===== config.mk =====
export PLATFORM = sky130hd
export DESIGN_NAME = i2c_register_access_master
export DESIGN_NICKNAME = d
export VERILOG_FILES = /design/src/hdl/i2cram_pkg.sv /design/src/hdl/i2cram_cfg.sv /design/src/hdl/i2cram_seq.sv /design/src/hdl/i2c_register_access_master.sv
export SDC_FILE = /design/constraint.sdc
export NUM_CORES = 1
export LEC_CHECK = 0
export ABC_AREA = 0
export BUFFER_PORTS_ARGS = -buffer_cell sky130_fd_sc_hd__buf_2
export CORE_ASPECT_RATIO = 1.5
export CORE_MARGIN = 2
export CORE_UTILIZATION = 50
export CTS_CLUSTER_SIZE = 24
export DETAILED_ROUTE_END_ITERATION = 8
export HOLD_SLACK_MARGIN = 0.02
export PLACE_DENSITY = 0.75
export SYNTH_ARGS = -nofsm -noshare
export SYNTH_HDL_FRONTEND = slang
export SYNTH_SLANG_ARGS = --single-unit

===== constraint.sdc =====
create_clock -name clk_i -period 4.5 [get_ports clk_i]
set_clock_uncertainty 0.1 [all_clocks]
set_input_delay 0.45 -clock clk_i [delete_from_list [all_inputs] [get_ports clk_i]]
set_output_delay 0.45 -clock clk_i [all_outputs]
set_load 0.02 [all_outputs]

===== src/hdl/i2cram_pkg.sv =====
package i2cram_pkg;

  localparam int unsigned TicksPerDelay = 1;
  localparam int unsigned DelayW        = 10;

  localparam int unsigned AddrW  = 3;
  localparam int unsigned DataW  = 32;
  localparam int unsigned DevW   = 7;
  localparam logic [DevW-1:0] DevAddrReset = 7'd104;

  // register index, taken from the word address
  localparam logic RegDevAddr = 1'b0;

  localparam logic [1:0] ReqWrite   = 2'd0;
  localparam logic [1:0] ReqRandRd  = 2'd1;
  localparam logic [1:0] ReqCurRd   = 2'd2;

  localparam logic [7:0] MsbMask = 8'h80;

  localparam logic [3:0] StIdle     = 4'd0;
  localparam logic [3:0] StStart1   = 4'd1;
  localparam logic [3:0] StStart2   = 4'd2;
  localparam logic [3:0] StTxLow    = 4'd3;
  localparam logic [3:0] StTxHigh   = 4'd4;
  localparam logic [3:0] StAckLow   = 4'd5;
  localparam logic [3:0] StAckHigh  = 4'd6;
  localparam logic [3:0] StAckTail  = 4'd7;
  localparam logic [3:0] StRxLow    = 4'd8;
  localparam logic [3:0] StRxHigh   = 4'd9;
  localparam logic [3:0] StNackLow  = 4'd10;
  localparam logic [3:0] StNackHigh = 4'd11;
  localparam logic [3:0] StStop1    = 4'd12;
  localparam logic [3:0] StStop2    = 4'd13;
  localparam logic [3:0] StStop3    = 4'd14;

  typedef struct packed {
    logic       req_valid;
    logic [1:0] req_type;
    logic [7:0] reg_addr;
    logic [7:0] wdata;
    logic       sda_in;
  } tick_t;

  typedef struct packed {
    logic       scl_out;
    logic       sda_out;
    logic       busy_res;
    logic       done_res;
    logic       nack_error;
    logic [7:0] rdata;
  } res_t;

endpackage


===== src/hdl/i2cram_cfg.sv =====
module i2cram_cfg (
  input  logic                              clk_i,
  input  logic                              rst_ni,
  input  logic                              psel,
  input  logic                              penable,
  input  logic                              pwrite,
  input  logic [i2cram_pkg::AddrW-1:0]      paddr,
  input  logic [i2cram_pkg::DataW-1:0]      pwdata,
  output logic [i2cram_pkg::DataW-1:0]      prdata,
  output logic                              pready,
  output logic [i2cram_pkg::DevW-1:0]       dev_addr_o
);
  import i2cram_pkg::*;

  logic [DevW-1:0] dev_q, dev_d;
  logic            wr_en;

  // word index is paddr[2]; anything past register 0 is dropped
  assign wr_en = psel && penable && pwrite && (paddr[2] == RegDevAddr);

  always_comb begin
    dev_d = dev_q;
    if (wr_en) begin
      dev_d = pwdata[DevW-1:0];
    end
  end

  always_ff @(posedge clk_i or negedge rst_ni) begin
    if (!rst_ni) begin
      dev_q <= DevAddrReset;
    end else begin
      dev_q <= dev_d;
    end
  end

  assign pready     = 1'b1;
  assign prdata     = (paddr[2] == RegDevAddr) ? {{(DataW-DevW){1'b0}}, dev_q} : '0;
  assign dev_addr_o = dev_q;

endmodule


===== src/hdl/i2cram_seq.sv =====
module i2cram_seq (
  input  logic                           clk_i,
  input  logic                           rst_ni,
  input  logic                           en_i,
  input  i2cram_pkg::tick_t              tick_i,
  input  logic [i2cram_pkg::DevW-1:0]    dev_addr_i,
  output i2cram_pkg::res_t               res_o
);
  import i2cram_pkg::*;

  logic [5:0]        phase_q, phase_d;
  logic [3:0]        bits_q, bits_d;
  logic [7:0]        shift_q, shift_d;
  logic [1:0]        kind_q, kind_d;
  logic [7:0]        preg_q, preg_d;
  logic [7:0]        pdata_q, pdata_d;
  logic [7:0]        rx_q, rx_d;
  logic              ack_q, ack_d;
  logic [DelayW-1:0] dly_q, dly_d;

  logic       scl, sda, busy, done, nack, finished;
  logic [3:0] step;
  logic [1:0] stage;
  logic [7:0] dev_byte;

  assign dev_byte = {dev_addr_i, 1'b0};

  always_comb begin
    phase_d  = phase_q;
    bits_d   = bits_q;
    shift_d  = shift_q;
    kind_d   = kind_q;
    preg_d   = preg_q;
    pdata_d  = pdata_q;
    rx_d     = rx_q;
    ack_d    = ack_q;
    dly_d    = dly_q;
    scl      = 1'b1;
    sda      = 1'b1;
    busy     = 1'b1;
    done     = 1'b0;
    nack     = 1'b0;
    finished = 1'b0;

    // new request only from idle; type three is dropped
    if (phase_d == {2'b00, StIdle} && tick_i.req_valid && tick_i.req_type <= ReqCurRd) begin
      kind_d  = tick_i.req_type;
      preg_d  = tick_i.reg_addr;
      pdata_d = tick_i.wdata;
      shift_d = dev_byte | {7'd0, (tick_i.req_type == ReqCurRd)};
      bits_d  = '0;
      ack_d   = 1'b0;
      dly_d   = '0;
      phase_d = {2'b00, StStart1};
    end

    step  = phase_d[3:0];
    stage = phase_d[5:4];

    if (phase_d == {2'b00, StIdle}) begin
      busy = 1'b0;
    end else begin
      finished = (dly_d >= DelayW'(TicksPerDelay - 1));
      case (step)
        StStart1:   begin scl = 1'b1; sda = 1'b1; end
        StStart2:   begin scl = 1'b1; sda = 1'b0; end
        StTxLow:    begin scl = 1'b0; sda = |(shift_d & MsbMask); end
        StTxHigh:   begin scl = 1'b1; sda = |(shift_d & MsbMask); end
        StAckLow, StAckTail, StRxLow, StNackLow: begin
          scl = 1'b0; sda = 1'b1;
        end
        StAckHigh, StRxHigh, StNackHigh: begin
          scl = 1'b1; sda = 1'b1;
        end
        StStop1:    begin scl = 1'b0; sda = 1'b0; end
        StStop2:    begin scl = 1'b1; sda = 1'b0; end
        StStop3:    begin scl = 1'b1; sda = 1'b1; end
        default: begin
          scl = 1'b1; sda = 1'b1; busy = 1'b0; finished = 1'b1;
        end
      endcase

      if (!finished) begin
        dly_d = dly_d + 1'b1;
      end else begin
        dly_d = '0;
        case (step)
          StStart1: phase_d = {stage, StStart2};
          StStart2: begin
            bits_d  = '0;
            phase_d = {stage, StTxLow};
          end
          StTxLow:  phase_d = {stage, StTxHigh};
          StTxHigh: begin
            shift_d = {shift_d[6:0], 1'b0};
            bits_d  = bits_d + 1'b1;
            phase_d = {stage, (bits_d >= 4'd8) ? StAckLow : StTxLow};
          end
          StAckLow:  phase_d = {stage, StAckHigh};
          StAckHigh: begin
            ack_d   = ~tick_i.sda_in;
            phase_d = {stage, StAckTail};
          end
          StAckTail: begin
            if (!ack_d) begin
              phase_d = {stage, StStop1};
            end else if (kind_d == ReqWrite) begin
              if (stage == 2'd0) begin
                shift_d = preg_d; bits_d = '0; phase_d = {2'd1, StTxLow};
              end else if (stage == 2'd1) begin
                shift_d = pdata_d; bits_d = '0; phase_d = {2'd2, StTxLow};
              end else begin
                phase_d = {stage, StStop1};
              end
            end else if (kind_d == ReqRandRd) begin
              if (stage == 2'd0) begin
                shift_d = preg_d; bits_d = '0; phase_d = {2'd1, StTxLow};
              end else if (stage == 2'd1) begin
                // repeated start, then address + R
                shift_d = dev_byte | 8'd1;
                phase_d = {2'd2, StStart1};
              end else begin
                shift_d = '0; bits_d = '0; phase_d = {stage, StRxLow};
              end
            end else begin
              shift_d = '0; bits_d = '0; phase_d = {stage, StRxLow};
            end
          end
          StRxLow:  phase_d = {stage, StRxHigh};
          StRxHigh: begin
            shift_d = {shift_d[6:0], tick_i.sda_in};
            bits_d  = bits_d + 1'b1;
            phase_d = {stage, (bits_d >= 4'd8) ? StNackLow : StRxLow};
          end
          StNackLow:  phase_d = {stage, StNackHigh};
          StNackHigh: begin
            rx_d    = shift_d;
            phase_d = {stage, StStop1};
          end
          StStop1: phase_d = {stage, StStop2};
          StStop2: phase_d = {stage, StStop3};
          StStop3: begin
            done = 1'b1;
            nack = ~ack_d;
            if (nack && kind_d != ReqWrite) begin
              rx_d = '0;
            end
            phase_d = {2'b00, StIdle};
          end
          default: phase_d = {2'b00, StIdle};
        endcase
      end
    end

    res_o.scl_out    = scl;
    res_o.sda_out    = sda;
    res_o.busy_res   = busy;
    res_o.done_res   = done;
    res_o.nack_error = nack;
    res_o.rdata      = rx_d;
  end

  always_ff @(posedge clk_i or negedge rst_ni) begin
    if (!rst_ni) begin
      phase_q <= '0;
      bits_q  <= '0;
      shift_q <= '0;
      kind_q  <= '0;
      preg_q  <= '0;
      pdata_q <= '0;
      rx_q    <= '0;
      ack_q   <= 1'b0;
      dly_q   <= '0;
    end else if (en_i) begin
      phase_q <= phase_d;
      bits_q  <= bits_d;
      shift_q <= shift_d;
      kind_q  <= kind_d;
      preg_q  <= preg_d;
      pdata_q <= pdata_d;
      rx_q    <= rx_d;
      ack_q   <= ack_d;
      dly_q   <= dly_d;
    end
  end

endmodule


===== src/hdl/i2c_register_access_master.sv =====
// I2C register master driven one bus tick per request: each request carries the
// sampled SDA level and optionally a new transaction (register write, random
// read, current-address read), and yields exactly one result with the SCL/SDA
// drive levels, busy, done, NACK flag and last read byte. A request is taken
// every cycle while results are taken; it is captured in an input register, the
// sequencer advances one step and the result lands in the output register (two
// register stages), so throughput is one request per cycle while results are
// taken. The device address register (reset 0x68) sits at APB address 0.
module i2c_register_access_master (
  input  logic                          clk_i,
  input  logic                          rst_ni,
  input  logic                          in_valid_i,
  output logic                          in_ready_o,
  input  logic                          req_valid_i,
  input  logic [1:0]                    req_type_i,
  input  logic [7:0]                    reg_addr_i,
  input  logic [7:0]                    wdata_i,
  input  logic                          sda_in_i,
  output logic                          out_valid_o,
  input  logic                          out_ready_i,
  output logic                          scl_out_o,
  output logic                          sda_out_o,
  output logic                          busy_res_o,
  output logic                          done_res_o,
  output logic                          nack_error_o,
  output logic [7:0]                    rdata_o,
  input  logic                          psel,
  input  logic                          penable,
  input  logic                          pwrite,
  input  logic [i2cram_pkg::AddrW-1:0]  paddr,
  input  logic [i2cram_pkg::DataW-1:0]  pwdata,
  output logic [i2cram_pkg::DataW-1:0]  prdata,
  output logic                          pready
);
  import i2cram_pkg::*;

  logic            s1_vld_q, s1_vld_d;
  tick_t           s1_q;
  logic            out_vld_q, out_vld_d;
  res_t            out_q, res;
  logic            adv;
  logic [DevW-1:0] dev_addr;

  i2cram_cfg u_cfg (
    .clk_i      (clk_i),
    .rst_ni     (rst_ni),
    .psel       (psel),
    .penable    (penable),
    .pwrite     (pwrite),
    .paddr      (paddr),
    .pwdata     (pwdata),
    .prdata     (prdata),
    .pready     (pready),
    .dev_addr_o (dev_addr)
  );

  i2cram_seq u_seq (
    .clk_i      (clk_i),
    .rst_ni     (rst_ni),
    .en_i       (adv),
    .tick_i     (s1_q),
    .dev_addr_i (dev_addr),
    .res_o      (res)
  );

  assign adv        = s1_vld_q && (!out_vld_q || out_ready_i);
  assign in_ready_o = !s1_vld_q || adv;

  always_comb begin
    s1_vld_d = s1_vld_q;
    if (in_ready_o) begin
      s1_vld_d = in_valid_i;
    end
    out_vld_d = out_vld_q;
    if (adv) begin
      out_vld_d = 1'b1;
    end else if (out_ready_i) begin
      out_vld_d = 1'b0;
    end
  end

  always_ff @(posedge clk_i or negedge rst_ni) begin
    if (!rst_ni) begin
      s1_vld_q  <= 1'b0;
      out_vld_q <= 1'b0;
    end else begin
      s1_vld_q  <= s1_vld_d;
      out_vld_q <= out_vld_d;
    end
  end

  always_ff @(posedge clk_i) begin
    if (in_ready_o && in_valid_i) begin
      s1_q.req_valid <= req_valid_i;
      s1_q.req_type  <= req_type_i;
      s1_q.reg_addr  <= reg_addr_i;
      s1_q.wdata     <= wdata_i;
      s1_q.sda_in    <= sda_in_i;
    end
    if (adv) begin
      out_q <= res;
    end
  end

  assign out_valid_o  = out_vld_q;
  assign scl_out_o    = out_q.scl_out;
  assign sda_out_o    = out_q.sda_out;
  assign busy_res_o   = out_q.busy_res;
  assign done_res_o   = out_q.done_res;
  assign nack_error_o = out_q.nack_error;
  assign rdata_o      = out_q.rdata;

endmodule


==> run metrics <==
gr busiest metal met2; fill count 799; Worst-path clk slew 0.06 ns; Setup-failing EPs final 0; clk buf depth 2; Initial Util 0.5137; Synthesis Warnings 0; FF-to-FF setup slack 1.41 ns; GP Congestion 0.9146; met2 GRT Util 0.3715; EDFF count, synth 33; row count 43; die area 10320 um2; Critical Path RT 4.62 ns; Max VDD drop 0.3000 mV; Critical Path Fanout Max 30; Mapped Area 4753 um2; crit path DAT 3.21 ns; total number of vias 3651; M1 GR Usage 0.2673; DRT Wirelength 10.51 mm; DRC viols 0; Setup TNS Final 0 ns; ys flop type dfrtp_1; CP Launch Type flip-flop; status complete, no violations; CTS Buf Count 9; RSZ-0062 raised after global routing no; Core Area 9254 um2; vias in the first global route 3475; DPL Wire Length 7.512 mm; sequential area share after synthesis 0.4936; antenna violations before repair 0; post-detailed-route count of antenna-violating nets 0; die width 83.61 um; vias per inst 5.966; Period minus WS final 3.085 ns; M3 GR Usage 0.03538; global-route wire length before repair 17.61 mm; critical path class flip-flop to flip-flop; final design utilization 0.5719; Pint 2093 uW; worst hold path class primary input to async pin; max-slew violation count 0; slowest CP cell nor2_2; CTS resizes 0; Boundary Pins 110; CTS tree yes; TritonRoute pass-1 iters 5; Worst-Margin Slew 0.8939 ns; Clock power frac 0.230; clock sink count 87; FFs w/ async S/R, synth 0.6207; Psw 1295 uW; max incr delay on CP 0.82 ns; Synth Area per Inst 10.40 um2; die height 123.4 um; Worst setup EP type flip-flop; Synth Register Bits 87; 1st-iter DRT viols 412; CTS H-Tree Depth 3; Leak 0.002089 uW; antenna cell count 0; share of power burned in combinational logic 0.374; Sw Share 0.3822; area grow syn2layout 11.35%; port bufs 56; GRT Total Usage 0.2172; Synth Instances 457; Seq pwr share 0.396; fin nets 561; largest net degree at the start of global routing 55; setup bufs post-CTS 0; hold_buf cts 0; Max Cap Viol 0; Cell Chain, Critical Path nor4_1 -> buf_4 -> nand3_1 -> nor2_2 -> mux2_2; hold slack 0.1494 ns; Fin. Hold Viols 0; layout cells sized above 1 0.2220; root buffer cell clkbuf_16; worst slew margin relative to its limit 0.4041; post-synth cell types 57; drt wl/cell 17.17 um; fin crit share 0.6856; GRT overflow 0; clk_lat worst skew 0.34 ns; fmax 324.1 MHz; PwrDens 640.0 nW/um2
==> worst max-delay path: cells and delay by family, from the launching register on <==
family,cells,cell delay (ns)
buf+inv,1,0.25
mux,1,0.42
simple gates,3,1.49
flops,1,0.71
==> registers in the layout (all words and copies together), names as in the netlist, 2 cells and up <==
signal and count:
u_seq.preg_q 8, u_cfg.dev_addr_o 7, s1_q 20, u_seq.shift_q 8
u_seq.pdata_q 8, u_seq.rx_q 8, u_seq.bits_q 4, u_seq.phase_q 6
rdata_o 8, u_seq.kind_q 2
==> synthesized netlist by cell type, drive strengths merged (4+ instances only) <==
master | number | area share
a211oi | 5 | 0.0079
a21oi | 30 | 0.032
a31oi | 13 | 0.017
and2 | 11 | 0.014
buf | 33 | 0.048
clkbuf | 25 | 0.020
dfrtp | 51 | 0.27
edfxtp | 33 | 0.21
ha | 4 | 0.011
inv | 11 | 0.0087
mux2 | 26 | 0.062
mux2i | 7 | 0.015
nand2 | 29 | 0.023
nand2b | 7 | 0.0092
nand3 | 8 | 0.0084
nand4 | 7 | 0.0092
nor2 | 15 | 0.012
nor2b | 9 | 0.012
nor3b | 4 | 0.0063
nor4 | 7 | 0.0092
o211ai | 11 | 0.017
o21ai | 36 | 0.038
o221ai | 5 | 0.0092
o22a | 4 | 0.0074
o2bb2ai | 10 | 0.018
o31ai | 6 | 0.0095
xnor2 | 4 | 0.0074
==> final timing paths <==
kind / start / end / depth (start not counted)
min in group clk_i: wdata_i[4] / s1_q[5]$_DFFE_PP_ / 1
min: rst_ni / u_seq.rx_q[2]$_DFFE_PN0P_ / 2
max reg2reg: u_seq.phase_q[0]$_DFFE_PN0P_ / u_seq.preg_q[1]$_DFFE_PN0P_ / 5
min reg2reg: s1_q[3]$_DFFE_PP_ / u_seq.pdata_q[2]$_DFFE_PN0P_ / 1
max in group asynchronous: rst_ni / u_seq.phase_q[4]$_DFFE_PN0P_ / 2
max: u_seq.phase_q[0]$_DFFE_PN0P_ / u_seq.preg_q[1]$_DFFE_PN0P_ / 5
==> cells in the final DEF (no fill, tap or decap), drive strengths merged, types with 8 or more instances in the layout <==
cell / count
clkbuf: 10
and2: 11
a21oi: 30
conb: 26
nor2b: 9
nand2: 29
o2bb2ai: 10
mux2: 26
a31oi: 13
o211ai: 11
edfxtp: 33
o21ai: 36
inv: 11
dfrtp: 51
nand3: 8
buf: 61
nor2: 15
==> layer usage <==
metal,share of wire,vias up
li1,-,1742
met1,0.39,1747
met2,0.53,141
met3,0.047,21
met4,0.031,0
met5,0,-
==> through the flow <==
step,cell area [um2],power [uW],instances,setup WS [ns]
finish,5293,3387,612,1.415
global route,5293,3620,612,1.148
CTS,5293,3390,612,1.453
detailed placement,4979,2601,596,1.465
global placement,4979,2555,596,1.496
floorplan,4843,2288,481,2.182
==> power by group through the flow <==
stage	Combinational [uW]	Sequential (uW)	Clock (uW)
after floorplan	1060	1220	0
after global placement	1220	1330	0
after detailed placement	1260	1340	0
after CTS	1260	1330	797
after global routing	1410	1380	833
final	1270	1340	779
==> area by class of cell <==
| cell class | instances | area, um2 | share of cell area |
|---|---|---|---|
| sequential | 87 | 2346 | 0.4433 |
| tap | 112 | 140.1 | 0.02648 |
| clock buffer | 10 | 229.0 | 0.04326 |
| multi-input combinational | 325 | 2133 | 0.4031 |
| clock inverter | 6 | 85.08 | 0.01608 |
| timing repair buffer | 61 | 317.8 | 0.06005 |
| inverter | 11 | 41.29 | 0.007801 |
==> logic make-up (layout without fill, tap and decap cells) <==
logic type,count (synthesis),after routing,share of synthesized area
adders and majority gates,4,4,0.01053
xor gates and xnor gates,4,4,0.007370
AOI/OAI and AO/OA,145,145,0.2029
and+or+nand+nor,113,113,0.1311
DFF,87,87,0.4936
other,2,26,0.001580
muxes,33,33,0.07634
buffers and inverters,69,88,0.07660
Note: power is estimated with default switching activity, not from simulation.
